## config.mk

```make
export PLATFORM = sky130hd
export DESIGN_NAME = lvc_ctrl
export DESIGN_NICKNAME = d
export VERILOG_FILES = /design/src/rtl/lvc_pkg.sv /design/src/rtl/lvc_ctrl.sv
export SDC_FILE = /design/constraint.sdc
export NUM_CORES = 1
export LEC_CHECK = 0
export ABC_AREA = 0
export BUFFER_PORTS_ARGS = -buffer_cell sky130_fd_sc_hd__buf_4
export CAP_MARGIN = 20
export CORE_AREA = 10 10 47 49
export DETAILED_ROUTE_END_ITERATION = 8
export DIE_AREA = 0 0 57 59
export SLEW_MARGIN = 20
export SYNTH_ARGS = -nofsm -noshare
export SYNTH_HDL_FRONTEND = slang
export SYNTH_SLANG_ARGS = --single-unit
export TNS_END_PERCENT = 10
```

## constraint.sdc

```tcl
create_clock -name clk -period 1.1 [get_ports clk]
set_input_delay 0.22 -clock clk [delete_from_list [all_inputs] [get_ports clk]]
set_output_delay 0.22 -clock clk [all_outputs]
set_load 0.01 [all_outputs]
```

## src/rtl/lvc_pkg.sv

```systemverilog
// shared types and codes for the verdict cache
// used by lvc_ctrl, lvc_dp, the top level and the checker
`timescale 1ns / 1ps

package lvc_pkg;

  localparam logic [1:0] ACT_LOOKUP = 2'd0;
  localparam logic [1:0] ACT_INSERT = 2'd1;
  localparam logic [1:0] ACT_FLUSH  = 2'd2;

  localparam logic [1:0] STAT_NONE    = 2'd0;
  localparam logic [1:0] STAT_VALID   = 2'd1;
  localparam logic [1:0] STAT_MISSING = 2'd2;

  typedef enum logic [1:0] {
    ST_IDLE,
    ST_CMP,
    ST_UPD
  } state_t;

  typedef struct packed {
    logic ld_in;
    logic cmp;
    logic upd;
  } cmd_t;

endpackage

```

## src/rtl/lvc_ctrl.sv

```systemverilog
// controller state machine for the verdict cache
// depends on lvc_pkg; drives lvc_dp through lvc_pkg::cmd_t
`timescale 1ns / 1ps

module lvc_ctrl (
  input  logic          clk,
  input  logic          rst_n,
  input  logic          in_valid,
  output logic          in_ready,
  output logic          out_valid,
  input  logic          out_ready,
  output lvc_pkg::cmd_t cmd
);

  lvc_pkg::state_t state_r, state_nxt;
  logic            out_valid_r, out_valid_nxt;
  logic            out_free;

  assign out_free  = !out_valid_r || out_ready;
  assign out_valid = out_valid_r;

  always_comb begin
    state_nxt = state_r;
    case (state_r)
      lvc_pkg::ST_IDLE: begin
        if (in_valid) state_nxt = lvc_pkg::ST_CMP;
      end
      lvc_pkg::ST_CMP: begin
        state_nxt = lvc_pkg::ST_UPD;
      end
      lvc_pkg::ST_UPD: begin
        if (out_free) state_nxt = in_valid ? lvc_pkg::ST_CMP : lvc_pkg::ST_IDLE;
      end
      default: begin
        state_nxt = lvc_pkg::ST_IDLE;
      end
    endcase
  end

  always_comb begin
    in_ready      = 1'b0;
    cmd           = '0;
    out_valid_nxt = out_valid_r && !out_ready;
    case (state_r)
      lvc_pkg::ST_IDLE: begin
        in_ready = 1'b1;
      end
      lvc_pkg::ST_CMP: begin
        cmd.cmp = 1'b1;
      end
      lvc_pkg::ST_UPD: begin
        in_ready = out_free;
        cmd.upd  = out_free;
        if (out_free) out_valid_nxt = 1'b1;
      end
      default: begin
        in_ready = 1'b0;
      end
    endcase
    cmd.ld_in = in_valid && in_ready;
  end

  always_ff @(posedge clk) begin
    if (!rst_n) begin
      state_r     <= lvc_pkg::ST_IDLE;
      out_valid_r <= 1'b0;
    end else begin
      state_r     <= state_nxt;
      out_valid_r <= out_valid_nxt;
    end
  end

endmodule

```

### After elaboration in Yosys (flattened, before gate mapping)

Cells that the tools add are included.

* logic and storage cells: 22
* input port bits: 4
* flip-flop bits (word level): 3

* eq/ne operators: 4
* mux-type cells: 9
* reductions and logical operators: 7

Operators with widths (count)
* case mux 2 bit (3 select lines): 1
* two-way mux 1 bit: 5
* two-way mux 2 bit: 2
* != test 2 bit, second input constant: 2
* equality test 2 x 1 -> 1 bit, second input constant: 1
* equality test 2 bit, second input constant: 1
* logical AND 1 bit: 2
* zero test 1 bit: 2
* zero test 2 bit: 1
* case mux 1 bit (2 select lines): 1
* AND reduction 2 bit: 1
* logical OR 1 bit: 1

### Longest topological paths before layout

* depth in word-level cells: 4
* gate-level depth with buffers: 2
* gate-level depth less buffers: 2

### Least setup slack after synthesis

OpenSTA, ideal clock, no wires.

* path type: reg2out
* from: register out_valid_r, in the netlist out_valid
* to: output cmd[2] (netlist bit)
* setup slack: 0.030 ns
* buffers on the path: 0
* data arrival time: 0.850 ns
* required time: 0.880 ns
* cell stages (with the launch flop): 3
* cell sequence: dfxtp_1 -> and3b_1 -> nor3b_1

RTL lines
* from (decl): line lvc_ctrl.sv:16 `logic out_valid_r, out_valid_nxt;`
* from (signal assigned): line lvc_ctrl.sv:69 `out_valid_r <= out_valid_nxt;`
* to (decl): line lvc_ctrl.sv:12 `output lvc_pkg::cmd_t cmd`

==> impl_metrics.csv <==
group,metric,value,unit
outcome,status,"complete, but fails checks",
outcome,violations,"negative setup slack",
synthesis,yosysTopAreaCell,"dfxtp_1",
synthesis,syn_area_per_cell,10.7,sq um
synthesis,postSynthCellCount,15,
final_layout,fillers,163,
global_route,grt_pass1_vias,212,
floorplan,core_region_area,1400,sq um
synthesis,synth-seq-cells,3,
worst_setup_path,slowest_stage,"dfxtp_2",
synthesis,ys_seq_area_share,37.5,%
cts,htree_levels,1,
power,p_leak,0.149,nW
job,cap_violations,0,
global_route,grt_max_degree,7,
route,routedWlPerCell,10.4,um
final_layout,final_cell_mix,"6 x buf_4, 5 x buf_6, 3 x clkbuf_4",
floorplan,num_io_pins,9,
timing,setup_viol,4,
worst_setup_path,crit_required,880,ps
placement,dpl_cell_area,248,sq um
placement,place_ws,-20.4,ps
timing,fin_setup_tns,-576,ps
final_layout,stdcell_area,318,sq um
final_layout,diodes,0,
floorplan,die_h,59,um
timing,setup_ws,-185,ps
synthesis,synth_warnings,0,
timing,finalCritPeriodShare,117,%
cts,cts.sinks,3,
placement,gp_congestion,0.533,
global_route,grt_pass1_wl,821,um
cts,clock_path_buffers,2,
floorplan,dieArea,3360,sq um
worst_setup_path,crit_arrival,1060,ps
floorplan,initial_core_util,11.4,%
power,power-per-cell-area,1170,nW/um^2
worst_setup_path,cpPeakStageDelay,320,ps
timing,maxSlewHeadroom,87.7,%
worst_setup_path,path_cells,"and3b_1 -> nor3b_2 -> buf_4",
synthesis,synth_top_area_share,37.5,%
final_layout,fin_nets,34,
final_layout,area_delta_synth_final,98.4,%
cts,cts_root_buffer,"clkbuf_4",
final_layout,drive_above_1_share,72.4,%
route,vias_per_cell,3.51,
synthesis,syn_area,160,sq um
timing,max_freq,0.778,GHz
cts,clk_pin_slew_worst_paths,30,ps
synthesis,syn_nets,19,
cts,cts_buffers,3,
route,wl,466,um
timing,slew_violations,0,
timing,holdWs,211,ps
worst_setup_path,cp_num_buf_inv,1,
cts,insertion_delay,230,ps
synthesis,synthTopCellsByArea,"dfxtp_1 38%, nor4bb_2 10%, and4bb_2 7.8%",
route,dr.pass1.iters,1,
global_route,grt_use_total,3.45,%
global_route,antenna_found_initial,0,
worst_setup_path,start_kind,"flip-flop",
route,remaining_drc_errors,0,
placement,place.port_buffers,8,
timing,grt_setup_unrepaired,"yes",
worst_setup_path,cp-end-kind,"primary output",
final_layout,stdcell_count,45,
global_route,grt_overflow,0,
timing,worst_pin_slew,182,ps
timing,hold_violations,0,
floorplan,die_w,57,um
floorplan,rows,14,
power,ir_worst_vdd,0.000272,V
final_layout,final_common_cell,"buf_4",
cts,ctsHoldBuffers,0,
worst_setup_path,path_delay_family,"simple AND/OR/NAND/NOR gates",
worst_setup_path,worst-path-max-fanout,3,
route,drtAntennaViolNets,0,
timing,fin_crit,1280,ps
timing,skew,1.46,ps
route,drt_iter0_markers,0,
synthesis,synth_cell_types,13,
hold_path,hold_path_class,"input pin to flip-flop",
cts,cts_tree,"done",
route,vias,158,
worst_setup_path,path_class,"flip-flop to primary output",
placement,numPlacedInstances,40,
[synthesized netlist by cell type]
cell,number
a21boi_0,1
or2b_2,1
nor3b_1,1
nor2_1,1
nor4bb_2,1
and4bb_2,1
o21a_1,1
buf_4,1
nand2b_1,1
dfxtp_1,3
and3b_1,1
and2b_1,1
nor2b_1,1
[logic make-up (layout without fill, tap and decap cells)]
family,after synthesis,after routing,share of synthesized area (%)
AOI/OAI and AO/OA,2,2,9.38
DFF,3,3,37.5
buffers and inverters,1,15,4.69
and+or+nand+nor,9,9,48.4
[final timing paths]
| kind | cells after the start | start | slack (ps) | endpoint |
|---|---|---|---|---|
| worst max-delay path | 3 | out_valid | -180 | cmd[2] |
| worst min-delay path | 2 | rst_n | 210 | state_r[1] |
| worst max register to register | 3 | state_r[1] | 190 | state_r[1] |
| worst min register to register | 1 | state_r[0] | 470 | state_r[0] |
[per-stage QoR]
step	power, mW	util (%)
after CTS	0.386	22.3
final	0.372	22.7
after floorplan	0.143	-
after detailed placement	0.171	17.7
after global routing	0.403	22.7
after global placement	0.170	17.7
[power by group]
group | switching [mW] | internal (mW)
clock network | 0.0559 | 0.136
registers | 0.00488 | 0.115
logic | 0.0201 | 0.0401
total | 0.0809 | 0.291
[cell type report]
cell class | instances | area (sq um) | share of cell area (%)
clock buffers | 4 | 26.3 | 8.27
multi-input cells | 11 | 108 | 33.9
flip-flops and latches | 3 | 62.6 | 19.7
well taps | 16 | 20.0 | 6.30
repair buffers | 11 | 101 | 31.9
[sequential cells by signal, summed over array words and instances, names as in the netlist]
name / flops
state_r: 2
out_valid: 1
[per-layer routing]
metal | vias to the layer above | global-route usage (%) | part of all wire [%]
met5 | - | 0 | 0
met4 | 0 | 4.03 | 0
met3 | 0 | 2.79 | 8.8
met2 | 3 | 5.89 | 65
met1 | 74 | 2.01 | 26
li1 | 81 | - | -
[what timing repair did]
item,4_1_cts,5_1_grt
setup endpoints to repair,4,5
setup buffers,1,0
resized for setup,8,2
Power figures use the tool's default switching activity.
